===== src/design/pml_pkg.sv =====
package pml_pkg;

  localparam int unsigned CountW = 32;
  localparam int unsigned SpeedW = 32;

  typedef enum logic [4:0] {
    ST_CLEARING     = 5'd1,
    ST_STOPPED      = 5'd2,
    ST_STARTING     = 5'd3,
    ST_IDLE         = 5'd4,
    ST_SUSPENDED    = 5'd5,
    ST_EXECUTE      = 5'd6,
    ST_STOPPING     = 5'd7,
    ST_ABORTING     = 5'd8,
    ST_ABORTED      = 5'd9,
    ST_HOLDING      = 5'd10,
    ST_HELD         = 5'd11,
    ST_UNHOLDING    = 5'd12,
    ST_SUSPENDING   = 5'd13,
    ST_UNSUSPENDING = 5'd14,
    ST_RESETTING    = 5'd15,
    ST_COMPLETING   = 5'd16,
    ST_COMPLETE     = 5'd17
  } state_e;

  typedef enum logic [3:0] {
    CMD_NONE      = 4'd0,
    CMD_RESET     = 4'd1,
    CMD_START     = 4'd2,
    CMD_STOP      = 4'd3,
    CMD_HOLD      = 4'd4,
    CMD_UNHOLD    = 4'd5,
    CMD_SUSPEND   = 4'd6,
    CMD_UNSUSPEND = 4'd7,
    CMD_ABORT     = 4'd8,
    CMD_CLEAR     = 4'd9
  } cmd_e;

  typedef enum logic [2:0] {
    KIND_COMMAND    = 3'd0,
    KIND_STATE_DONE = 3'd1,
    KIND_EXEC_DONE  = 3'd2,
    KIND_COUNT      = 3'd3,
    KIND_SET_MODE   = 3'd4,
    KIND_TICK       = 3'd5
  } kind_e;

  localparam logic [3:0] UnitModeReset = 4'd1;

  function automatic logic is_acting_f(state_e s);
    logic r;
    unique case (s) inside
      ST_CLEARING, ST_STARTING, ST_STOPPING, ST_ABORTING, ST_HOLDING,
      ST_UNHOLDING, ST_SUSPENDING, ST_UNSUSPENDING, ST_RESETTING,
      ST_COMPLETING: r = 1'b1;
      default:       r = 1'b0;
    endcase
    return r;
  endfunction

endpackage


===== src/design/pml_in_if.sv =====
interface pml_in_if;
  logic       valid;
  logic       ready;
  logic [2:0] mode;
  logic [3:0] command;
  logic       defective;
  logic [3:0] new_unit_mode;

  modport source (output valid, output mode, output command, output defective,
                  output new_unit_mode, input ready);
  modport sink (input valid, input mode, input command, input defective,
                input new_unit_mode, output ready);
endinterface


===== src/design/pml_out_if.sv =====
interface pml_out_if;
  logic               valid;
  logic               ready;
  logic               accepted;
  logic [4:0]         cur_state;
  logic               is_acting;
  logic [3:0]         cur_unit_mode;
  logic signed [31:0] speed_actual;
  logic [31:0]        state_time_ms;
  logic [31:0]        run_time_ms;
  logic [31:0]        units_processed;
  logic [31:0]        units_defective;

  modport source (output valid, output accepted, output cur_state,
                  output is_acting, output cur_unit_mode, output speed_actual,
                  output state_time_ms, output run_time_ms, output units_processed,
                  output units_defective, input ready);
  modport sink (input valid, input accepted, input cur_state,
                input is_acting, input cur_unit_mode, input speed_actual,
                input state_time_ms, input run_time_ms, input units_processed,
                input units_defective, output ready);
endinterface


===== src/design/packml_state_model_top.sv =====
// PackML machine state model with TR88 state numbering.
// in_i carries one event word per handshake: a command, state complete,
// execute complete, a counted unit, a unit mode request or a 1 ms tick.
// out_o returns one status word per event, showing the state, unit mode,
// actual speed, times and unit counters after that event.
// speed_command_i is loaded whenever speed_command_we_i is high; write it
// only while no event is in flight.
// The status word is valid in the cycle after its event is taken.
// Throughput: one event per cycle unless out_o stalls; the state and counter
// update is a single level of next-state logic ahead of state and status regs.
// in_i.ready is high while the status register is empty or being read, so
// a stalled receiver holds one status word and stops the input after it.
// Reset: state Stopped, unit mode 1 (producing), counters, times and the
// commanded speed cleared, no status word pending.
module packml_state_model_top
  import pml_pkg::*;
(
  input  logic                     clk_i,
  input  logic                     rst_ni,
  input  logic                     speed_command_we_i,
  input  logic signed [SpeedW-1:0] speed_command_i,
  pml_in_if.sink                   in_i,
  pml_out_if.source                out_o
);

  logic signed [SpeedW-1:0] speed_q;
  state_e                   state_q, state_d;
  logic [3:0]               umode_q, umode_d;
  logic [CountW-1:0]        proc_q, proc_d;
  logic [CountW-1:0]        defect_q, defect_d;
  logic [CountW-1:0]        tis_q, tis_d;
  logic [CountW-1:0]        tsr_q, tsr_d;
  logic                     acc_d;
  state_e                   cmd_next;
  state_e                   done_next;
  logic                     abort_branch;
  logic                     in_take;
  logic                     out_valid_q;

  logic                     o_acc_q;
  state_e                   o_state_q;
  logic                     o_acting_q;
  logic [3:0]               o_umode_q;
  logic signed [SpeedW-1:0] o_speed_q;
  logic [CountW-1:0]        o_tis_q, o_tsr_q, o_proc_q, o_defect_q;

  assign in_i.ready = !out_valid_q || out_o.ready;
  assign in_take    = in_i.valid && in_i.ready;

  // state reached by a command
  always_comb begin
    abort_branch = (state_q == ST_ABORTING) || (state_q == ST_ABORTED);
    cmd_next     = state_q;
    if (in_i.command == CMD_ABORT && !abort_branch) begin
      cmd_next = ST_ABORTING;
    end else if (in_i.command == CMD_STOP && !abort_branch &&
                 state_q != ST_STOPPING && state_q != ST_STOPPED &&
                 state_q != ST_CLEARING) begin
      cmd_next = ST_STOPPING;
    end else begin
      unique case (state_q)
        ST_STOPPED, ST_COMPLETE: begin
          if (in_i.command == CMD_RESET) cmd_next = ST_RESETTING;
        end
        ST_IDLE: begin
          if (in_i.command == CMD_START) cmd_next = ST_STARTING;
        end
        ST_EXECUTE: begin
          if (in_i.command == CMD_HOLD) cmd_next = ST_HOLDING;
          else if (in_i.command == CMD_SUSPEND) cmd_next = ST_SUSPENDING;
        end
        ST_HELD: begin
          if (in_i.command == CMD_UNHOLD) cmd_next = ST_UNHOLDING;
        end
        ST_SUSPENDED: begin
          if (in_i.command == CMD_UNSUSPEND) cmd_next = ST_UNSUSPENDING;
        end
        ST_ABORTED: begin
          if (in_i.command == CMD_CLEAR) cmd_next = ST_CLEARING;
        end
        default: ;
      endcase
    end
  end

  // state reached when an acting state completes
  always_comb begin
    unique case (state_q)
      ST_RESETTING:    done_next = ST_IDLE;
      ST_STARTING:     done_next = ST_EXECUTE;
      ST_HOLDING:      done_next = ST_HELD;
      ST_UNHOLDING:    done_next = ST_EXECUTE;
      ST_SUSPENDING:   done_next = ST_SUSPENDED;
      ST_UNSUSPENDING: done_next = ST_EXECUTE;
      ST_COMPLETING:   done_next = ST_COMPLETE;
      ST_STOPPING:     done_next = ST_STOPPED;
      ST_ABORTING:     done_next = ST_ABORTED;
      ST_CLEARING:     done_next = ST_STOPPED;
      default:         done_next = state_q;
    endcase
  end

  always_comb begin
    state_d  = state_q;
    umode_d  = umode_q;
    proc_d   = proc_q;
    defect_d = defect_q;
    tis_d    = tis_q;
    tsr_d    = tsr_q;
    acc_d    = 1'b0;
    unique case (in_i.mode)
      KIND_COMMAND: begin
        if (cmd_next != state_q) begin
          state_d = cmd_next;
          tis_d   = '0;
          acc_d   = 1'b1;
          if (in_i.command == CMD_RESET) tsr_d = '0;
        end
      end
      KIND_STATE_DONE: begin
        if (done_next != state_q) begin
          state_d = done_next;
          tis_d   = '0;
          acc_d   = 1'b1;
        end
      end
      KIND_EXEC_DONE: begin
        if (state_q == ST_EXECUTE) begin
          state_d = ST_COMPLETING;
          tis_d   = '0;
          acc_d   = 1'b1;
        end
      end
      KIND_COUNT: begin
        if (state_q == ST_EXECUTE) begin
          proc_d = proc_q + CountW'(1);
          if (in_i.defective) defect_d = defect_q + CountW'(1);
          acc_d = 1'b1;
        end
      end
      KIND_SET_MODE: begin
        if (state_q == ST_STOPPED || state_q == ST_IDLE || state_q == ST_ABORTED) begin
          umode_d = in_i.new_unit_mode;
          acc_d   = 1'b1;
        end
      end
      KIND_TICK: begin
        tis_d = tis_q + CountW'(1);
        tsr_d = tsr_q + CountW'(1);
        acc_d = 1'b1;
      end
      default: ;
    endcase
  end

  always_ff @(posedge clk_i or negedge rst_ni) begin
    if (!rst_ni) begin
      speed_q <= '0;
    end else if (speed_command_we_i) begin
      speed_q <= speed_command_i;
    end
  end

  always_ff @(posedge clk_i or negedge rst_ni) begin
    if (!rst_ni) begin
      state_q  <= ST_STOPPED;
      umode_q  <= UnitModeReset;
      proc_q   <= '0;
      defect_q <= '0;
      tis_q    <= '0;
      tsr_q    <= '0;
    end else if (in_take) begin
      state_q  <= state_d;
      umode_q  <= umode_d;
      proc_q   <= proc_d;
      defect_q <= defect_d;
      tis_q    <= tis_d;
      tsr_q    <= tsr_d;
    end
  end

  always_ff @(posedge clk_i or negedge rst_ni) begin
    if (!rst_ni) begin
      out_valid_q <= 1'b0;
    end else if (in_take) begin
      out_valid_q <= 1'b1;
    end else if (out_o.ready) begin
      out_valid_q <= 1'b0;
    end
  end

  // status word register
  always_ff @(posedge clk_i) begin
    if (in_take) begin
      o_acc_q    <= acc_d;
      o_state_q  <= state_d;
      o_acting_q <= is_acting_f(state_d);
      o_umode_q  <= umode_d;
      o_speed_q  <= (state_d == ST_EXECUTE) ? speed_q : '0;
      o_tis_q    <= tis_d;
      o_tsr_q    <= tsr_d;
      o_proc_q   <= proc_d;
      o_defect_q <= defect_d;
    end
  end

  assign out_o.valid           = out_valid_q;
  assign out_o.accepted        = o_acc_q;
  assign out_o.cur_state       = o_state_q;
  assign out_o.is_acting       = o_acting_q;
  assign out_o.cur_unit_mode   = o_umode_q;
  assign out_o.speed_actual    = o_speed_q;
  assign out_o.state_time_ms   = o_tis_q;
  assign out_o.run_time_ms     = o_tsr_q;
  assign out_o.units_processed = o_proc_q;
  assign out_o.units_defective = o_defect_q;

  a_count_in_execute: assert property (@(posedge clk_i) disable iff (!rst_ni)
    in_take && in_i.mode == KIND_COUNT && state_q == ST_EXECUTE
    |=> proc_q == $past(proc_q) + CountW'(1))
    else $error("unit count in execute not taken");

  a_state_entry_clears_time: assert property (@(posedge clk_i) disable iff (!rst_ni)
    in_take && state_d != state_q |=> tis_q == '0)
    else $error("state change did not clear time in state");

  a_speed_only_in_execute: assert property (@(posedge clk_i) disable iff (!rst_ni)
    out_o.valid && out_o.speed_actual != '0 |-> out_o.cur_state == ST_EXECUTE)
    else $error("nonzero speed outside execute");

  a_status_tracks_state: assert property (@(posedge clk_i) disable iff (!rst_ni)
    in_take |=> o_state_q == state_q && o_umode_q == umode_q && o_tsr_q == tsr_q)
    else $error("status word does not match machine state");

endmodule

===== src/flat_wrapper.sv =====
// flat-port wrapper written by rule: the top's interface ports become plain ports
module packml_state_model_top_flat import pml_pkg::*;
  (clk_i, rst_ni, speed_command_we_i, speed_command_i, in_i_valid, in_i_mode, in_i_command, in_i_defective, in_i_new_unit_mode, in_i_ready, out_o_valid, out_o_accepted, out_o_cur_state, out_o_is_acting, out_o_cur_unit_mode, out_o_speed_actual, out_o_state_time_ms, out_o_run_time_ms, out_o_units_processed, out_o_units_defective, out_o_ready);
  pml_in_if in_i_i ();
  pml_out_if out_o_i ();
  input  logic clk_i;
  input  logic rst_ni;
  input  logic speed_command_we_i;
  input  logic signed [SpeedW-1:0] speed_command_i;
  input wire logic [$bits(in_i_i.valid)-1:0] in_i_valid;
  input wire logic [$bits(in_i_i.mode)-1:0] in_i_mode;
  input wire logic [$bits(in_i_i.command)-1:0] in_i_command;
  input wire logic [$bits(in_i_i.defective)-1:0] in_i_defective;
  input wire logic [$bits(in_i_i.new_unit_mode)-1:0] in_i_new_unit_mode;
  output wire logic [$bits(in_i_i.ready)-1:0] in_i_ready;
  output wire logic [$bits(out_o_i.valid)-1:0] out_o_valid;
  output wire logic [$bits(out_o_i.accepted)-1:0] out_o_accepted;
  output wire logic [$bits(out_o_i.cur_state)-1:0] out_o_cur_state;
  output wire logic [$bits(out_o_i.is_acting)-1:0] out_o_is_acting;
  output wire logic [$bits(out_o_i.cur_unit_mode)-1:0] out_o_cur_unit_mode;
  output wire logic [$bits(out_o_i.speed_actual)-1:0] out_o_speed_actual;
  output wire logic [$bits(out_o_i.state_time_ms)-1:0] out_o_state_time_ms;
  output wire logic [$bits(out_o_i.run_time_ms)-1:0] out_o_run_time_ms;
  output wire logic [$bits(out_o_i.units_processed)-1:0] out_o_units_processed;
  output wire logic [$bits(out_o_i.units_defective)-1:0] out_o_units_defective;
  input wire logic [$bits(out_o_i.ready)-1:0] out_o_ready;
  assign in_i_i.valid = in_i_valid;
  assign in_i_i.mode = in_i_mode;
  assign in_i_i.command = in_i_command;
  assign in_i_i.defective = in_i_defective;
  assign in_i_i.new_unit_mode = in_i_new_unit_mode;
  assign in_i_ready = in_i_i.ready;
  assign out_o_valid = out_o_i.valid;
  assign out_o_accepted = out_o_i.accepted;
  assign out_o_cur_state = out_o_i.cur_state;
  assign out_o_is_acting = out_o_i.is_acting;
  assign out_o_cur_unit_mode = out_o_i.cur_unit_mode;
  assign out_o_speed_actual = out_o_i.speed_actual;
  assign out_o_state_time_ms = out_o_i.state_time_ms;
  assign out_o_run_time_ms = out_o_i.run_time_ms;
  assign out_o_units_processed = out_o_i.units_processed;
  assign out_o_units_defective = out_o_i.units_defective;
  assign out_o_i.ready = out_o_ready;
  packml_state_model_top u_core (.clk_i(clk_i), .rst_ni(rst_ni), .speed_command_we_i(speed_command_we_i), .speed_command_i(speed_command_i), .in_i(in_i_i), .out_o(out_o_i));
endmodule

===== config.mk =====
export PLATFORM = sky130hd
export DESIGN_NAME = packml_state_model_top_flat
export DESIGN_NICKNAME = d
export VERILOG_FILES = /design/src/design/pml_pkg.sv /design/src/design/pml_in_if.sv /design/src/design/pml_out_if.sv /design/src/design/packml_state_model_top.sv /design/src/flat_wrapper.sv
export SDC_FILE = /design/constraint.sdc
export NUM_CORES = 1
export LEC_CHECK = 0
export ABC_AREA = 1
export BUFFER_PORTS_ARGS = -buffer_cell sky130_fd_sc_hd__buf_4
export CORE_MARGIN = 2
export CORE_UTILIZATION = 55
export DETAILED_ROUTE_END_ITERATION = 16
export GPL_TIMING_DRIVEN = 0
export PLACE_DENSITY = 0.74
export SLEW_MARGIN = 20
export SYNTH_ARGS = -nofsm -noshare
export SYNTH_HDL_FRONTEND = slang
export SYNTH_SLANG_ARGS = --single-unit

===== constraint.sdc =====
create_clock -name clk_i -period 4.2 [get_ports clk_i]
set_input_delay 0.84 -clock clk_i [delete_from_list [all_inputs] [get_ports clk_i]]
set_output_delay 0.84 -clock clk_i [all_outputs]
set_load 0.02 [all_outputs]

**Word-level counts from Yosys, hierarchy flattened**

Index checks and enable logic that the tools add are counted.
W data, S select, Z words.

- Register bits after elaboration: 341
- Input bits: 49
- Logic and storage cells: 124

- Add/sub/neg operators: 4
- Equal/unequal tests: 47
- Muxes and demuxes: 37
- Reduce and logical (&&, ||, !) cells: 19

Operators with widths:

| operator | number |
|---|---|
| $mux W32 | 10 |
| $add A32 B1 Y32 const B | 4 |
| $pmux W32 S4 | 1 |
| $eq A5 B4 Y1 const B | 14 |
| $pmux W32 S2 | 1 |
| $mux W5 | 12 |
| $pmux W5 S7 | 1 |
| $eq A5 B3 Y1 const B | 6 |
| $pmux W5 S6 | 1 |
| $eq A4 B3 Y1 const B | 4 |
| $eq A5 B2 Y1 const B | 3 |
| $eq A5 B5 Y1 const B | 3 |
| $pmux W5 S3 | 1 |
| $eq A5 B1 Y1 const B | 2 |
| $ne A5 B5 Y1 | 2 |
| $reduce_or A10 Y1 | 1 |
| $eq A4 B2 Y1 const B | 2 |
| $eq A4 B4 Y1 const B | 2 |
| $mux W4 | 2 |
| $mux W1 | 7 |
| $eq A3 B2 Y1 const B | 2 |
| $eq A3 B3 Y1 const B | 2 |
| $logic_and A1 B1 Y1 | 6 |
| $reduce_or A2 Y1 | 3 |
| 11 further kinds | 15 |

**Longest topological paths before layout**

- Depth after elaboration: 15
- Mapped depth: 21
- Depth with buffers taken out: 19

**Worst setup path after synthesis**

No wires, ideal clock.

- Path kind: input-to-reg
- Start point: input out_o_ready
- End point: register u_core.o_acc_q, in the netlist u_core.out_o.accepted (enable)
- Setup time: 457 ps
- Arrival: 3,826 ps
- Setup slack: -84 ps
- Stages on the path: 7
- Path through: inv_1 nand2_1 nand2_1 clkbuf_1 inv_1 clkbuf_1 buf_2

- Cells in the longest elaborated chain, start to end: 2

Ends and longest elaborated chain:

| what | RTL line | RTL |
|---|---|---|
| start, declared | flat_wrapper.sv:26 | `input wire logic [$bits(out_o_i.ready)-1:0] out_o_ready;` |
| $logic_or A1 B1 Y1 | packml_state_model_top.sv:47 | `assign in_i.ready = !out_valid_q \|\| out_o.ready;` |
| named net in_i_ready | flat_wrapper.sv:15 | `output wire logic [$bits(in_i_i.ready)-1:0] in_i_ready;` |
| $logic_and A1 B1 Y1 | packml_state_model_top.sv:48 | `assign in_take = in_i.valid && in_i.ready;` |
| named net u_core.in_take | packml_state_model_top.sv:37 | `logic in_take;` |
| end signal, assigned | packml_state_model_top.sv:195 | `o_acc_q <= acc_d;` |
| end, declared | packml_state_model_top.sv:40 | `logic o_acc_q;` |

The timed path passes the listed nets, and every way through them passes these cells.
A chain may end at the register's enable or synchronous reset.

**Final worst setup path**

- Start point: input out_o_ready
- End point: register u_core.o_tis_q[0], in the netlist u_core.out_o.state_time_ms[0] (enable)

- Cells in the longest elaborated chain, start to end: 2

Ends and longest elaborated chain:

| what | RTL line | RTL |
|---|---|---|
| $logic_or A1 B1 Y1 | packml_state_model_top.sv:47 |  |
| $logic_and A1 B1 Y1 | packml_state_model_top.sv:48 |  |
| named net u_core.in_take | packml_state_model_top.sv:37 |  |
| end signal, assigned | packml_state_model_top.sv:200 | `o_tis_q <= tis_d;` |
| end, declared | packml_state_model_top.sv:45 | `logic [CountW-1:0] o_tis_q, o_tsr_q, o_proc_q, o_defect_q;` |

The timed path passes the listed nets, and every way through them passes these cells.

==> results by group <==
Outcome
  – Status: finished, final reports clean

Clock network
  – Depth of the CTS H-tree: 2
  – CTS Hold Bufs: 0
  – Post-CTS sizing: 0
  – Worst-path clk slew: about 0.06 ns
  – TritonCTS clock tree: done
  – CTS max path bufs: 3
  – Clock sink count: 341
  – CTS root buffer: clkbuf_16
  – Clk_lat worst skew: approximately 0.53 ns
  – CTS buffer count: 38
  – Post-CTS setup buffers: 0

Global routing
  – Gr ovfl total: 0
  – Initial antenna violation count: 0
  – Global-route wire length before repair: around 75 mm
  – Largest net degree at the start of global routing: 73
  – Vias in the first global route: 14326
  – Gr usage total: 28.0%

Worst setup path
  – CP endpoint kind: register
  – Crit path max-delay cell type: clkbuf_1
  – Worst R2R Path Depth: 7
  – Critical path depth: 9
  – Worst path cell trace: buf_4, inv_1, nand2_1, nand2_1, clkbuf_1, inv_1, clkbuf_1, buf_8, buf_16
  – Crit Path Category: primary input to register
  – Crit path max-delay family: buffers and inverters
  – Largest stage delay, worst path: slightly below 0.7 ns
  – Critical path launch point type: primary input
  – Worst path bufs/invs: 7
  – Worst Path Required: 4.39 ns
  – Arr. time, crit path: around 3.4 ns
  – Critical-path maximum fanout: between 70 and 80

Yosys
  – Most frequent cell after synthesis: nand2_1
  – Netlist Area Pre-Place: 0.0176 mm2
  – Syn avg cell area: roughly 8.7 um2
  – Post-synth EDFFs: 171
  – Mux share of post-synthesis cell area: 0.128%
  – Synth top area cells: edfxtp_1 (29%), dfrtp_1 (24%), nand2_1 (12%)
  – Synth Area in Simple Gates: 27.5%
  – Synth Area in XOR/XNOR: under 10%
  – Cell taking the most area after synthesis: edfxtp_1
  – Post-synth top cells: nand2_1 (572), inv_1 (231), edfxtp_1 (171)
  – Cells after synthesis: between 2000 and 2500
  – Adder-Cell Fraction of Synth Area: less than 1%
  – Yosys reg bits: 341
  – YS warnings: 0
  – Yosys cell types: 67
  – Largest family of logic cells by synthesized area: simple AND/OR/NAND/NOR gates
  – Predominant post-synthesis flop cell: edfxtp_1
  – Part of the Yosys area used for sequential elements: around 53%
  – Top-area cell type share of the netlist area: just under 30%
  – Post-synthesis compound-gate area fraction: 8.30%
  – Synth Net Count: slightly above 2000
  – Asr flop ratio synth: 49.9%

Detailed routing
  – DRT antenna net count: 0
  – Drt drc: 0
  – Via-to-Cell Ratio: 5.55
  – Drt first pass iters: 7
  – WL/cell: 17.3 um
  – Vias: 15094
  – Overall routed net length: 47.2 mm
  – DRT iter0 DRCs: 1486

Timing
  – Final min period: 3.18 ns
  – RSZ-0062 raised after global routing: no
  – F_max: 0.315 GHz
  – Worst clock skew: 0.0102 ns
  – Hold Vio Cnt, Final: 0
  – Period Utilization, post-route: between 70% and 80%
  – Max-slew violation count: 0
  – WHS: roughly 0.2 ns
  – Setup TNS: 0 ns
  – Slew headroom: roughly a third
  – Setup Viol. Count Final: 0
  – Slew @ Worst Pin: just over 1 ns

Floorplanning
  – Core area: around 0.032 mm2
  – Die area: between 0.03 and 0.04 mm2
  – Ports: ~220
  – Initial Utilization: about 56%
  – Die width: around 180 um
  – Core Rows: 65
  – Die Height: 183 um

Layout
  – Nets: around 2300
  – Final Non-Filler Cells: approximately 2700
  – Util after Layout: between 60% and 70%
  – Layout cells sized above 1: 18.1%
  – Antenna Cells: 0
  – Syn-to-layout area delta: 20.2%

Job
  – Total of max-cap violations: 0

Placement
  – PortBufs: 220
  – Routability Congestion: approximately 0.95
  – DP Cell Count: about 2700
  – Hpwl dp: ~33 mm

Power
  – Pwr/cell area: between 400 and 500 mW/mm2
  – Total Power: between 10 and 15 mW
  – Maximum VDD drop: 403 uV
  – Leak: 9.40 nW

Hold path
  – Worst hold path class: primary input to async pin
-- layout by cell type, fill, tap and decap left out, drive strengths merged, types with 29 or more instances in the layout --
| cell type | instances |
|---|---|
| nor3 | 57 |
| dfrtp | 168 |
| o21ai | 137 |
| a21oi | 29 |
| inv | 248 |
| nor2 | 168 |
| buf | 253 |
| clkbuf | 100 |
| xor2 | 54 |
| edfxtp | 171 |
| nand4 | 59 |
| nand3 | 144 |
| nand2 | 579 |
-- per-layer routing --
layer | GRT usage, % | routed length (um) | vias to the layer above
li1 | - | - | 7225
met1 | 39.0 | 20300 | 7167
met2 | 45.0 | 22000 | 593
met3 | 4.39 | 3490 | 109
met4 | 9.38 | 1340 | 0
met5 | 0 | 0 | -
-- registers in the layout (all words and copies together) (netlist names), 5 cells and up --
register	cells
u_core.defect_q	32
u_core.out_o.cur_state	5
u_core.out_o.run_time_ms	32
u_core.out_o.speed_actual	32
u_core.out_o.state_time_ms	32
u_core.out_o.units_defective	32
u_core.out_o.units_processed	32
u_core.proc_q	32
u_core.speed_q	32
u_core.state_q	5
u_core.tis_q	32
u_core.tsr_q	32
-- worst reg2reg max path, cell delays in order, from the launching register on --
cell	delay [ns]
dfrtp_1	0.37
nand2_1	0.12
nand2_1	0.18
clkbuf_1	0.37
inv_1	0.24
clkbuf_1	0.69
buf_8	0.42
buf_16	0.35
-- where the power goes --
group	switching, mW	leakage, nW	total [mW]	internal [mW]
registers	0.259	3.95	4.29	4.03
clock network	1.40	0.612	3.36	1.96
logic	1.81	4.84	2.64	0.828
total	3.47	9.40	10.3	6.82
-- metrics by stage --
step,worst slack [ns],area [um2]
detailed placement,0.516,19900
finish,1.02,21200
global placement,-0.435,19800
CTS,1.07,21200
floorplan,0.802,17600
global route,0.894,21200
-- cell type report --
type | count | area (um2)
buffer | 84 | 414
timing repair buffer | 224 | 1770
sequential | 341 | 9390
tap | 402 | 503
clock buffer | 45 | 1030
multi-input combinational | 1354 | 6890
inverter | 247 | 937
fill | 2507 | 10400
clock inverter | 25 | 244
-- cells by family (layout without fill, tap and decap cells) --
logic type,count (synthesis),count (layout)
DFF,341,341
AOI/OAI and AO/OA,247,247
muxes,2,2
buffers and inverters,331,625
xor gates and xnor gates,58,58
and+or+nand+nor,1043,1043
adders and majority gates,4,4
-- worst paths after layout --
path,from,to,slack (ns)
max in group asynchronous,rst_ni,u_core.umode_q[0]$_DFFE_PN1P_,3.24
worst min register to register,u_core.defect_q[31]$_DFFE_PN0P_,u_core.defect_q[31]$_DFFE_PN0P_,0.50
min in group clk_i,u_core.defect_q[31]$_DFFE_PN0P_,u_core.defect_q[31]$_DFFE_PN0P_,0.50
worst max-delay path,out_o_ready,u_core.out_o.state_time_ms[0]$_DFFE_PP_,1.02
worst min-delay path,rst_ni,u_core.tis_q[16]$_DFFE_PN0P_,0.20
worst max register to register,u_core.out_o.valid$_DFFE_PN0P_,u_core.out_o.state_time_ms[0]$_DFFE_PP_,1.04
Power figures use the tool's default switching activity.
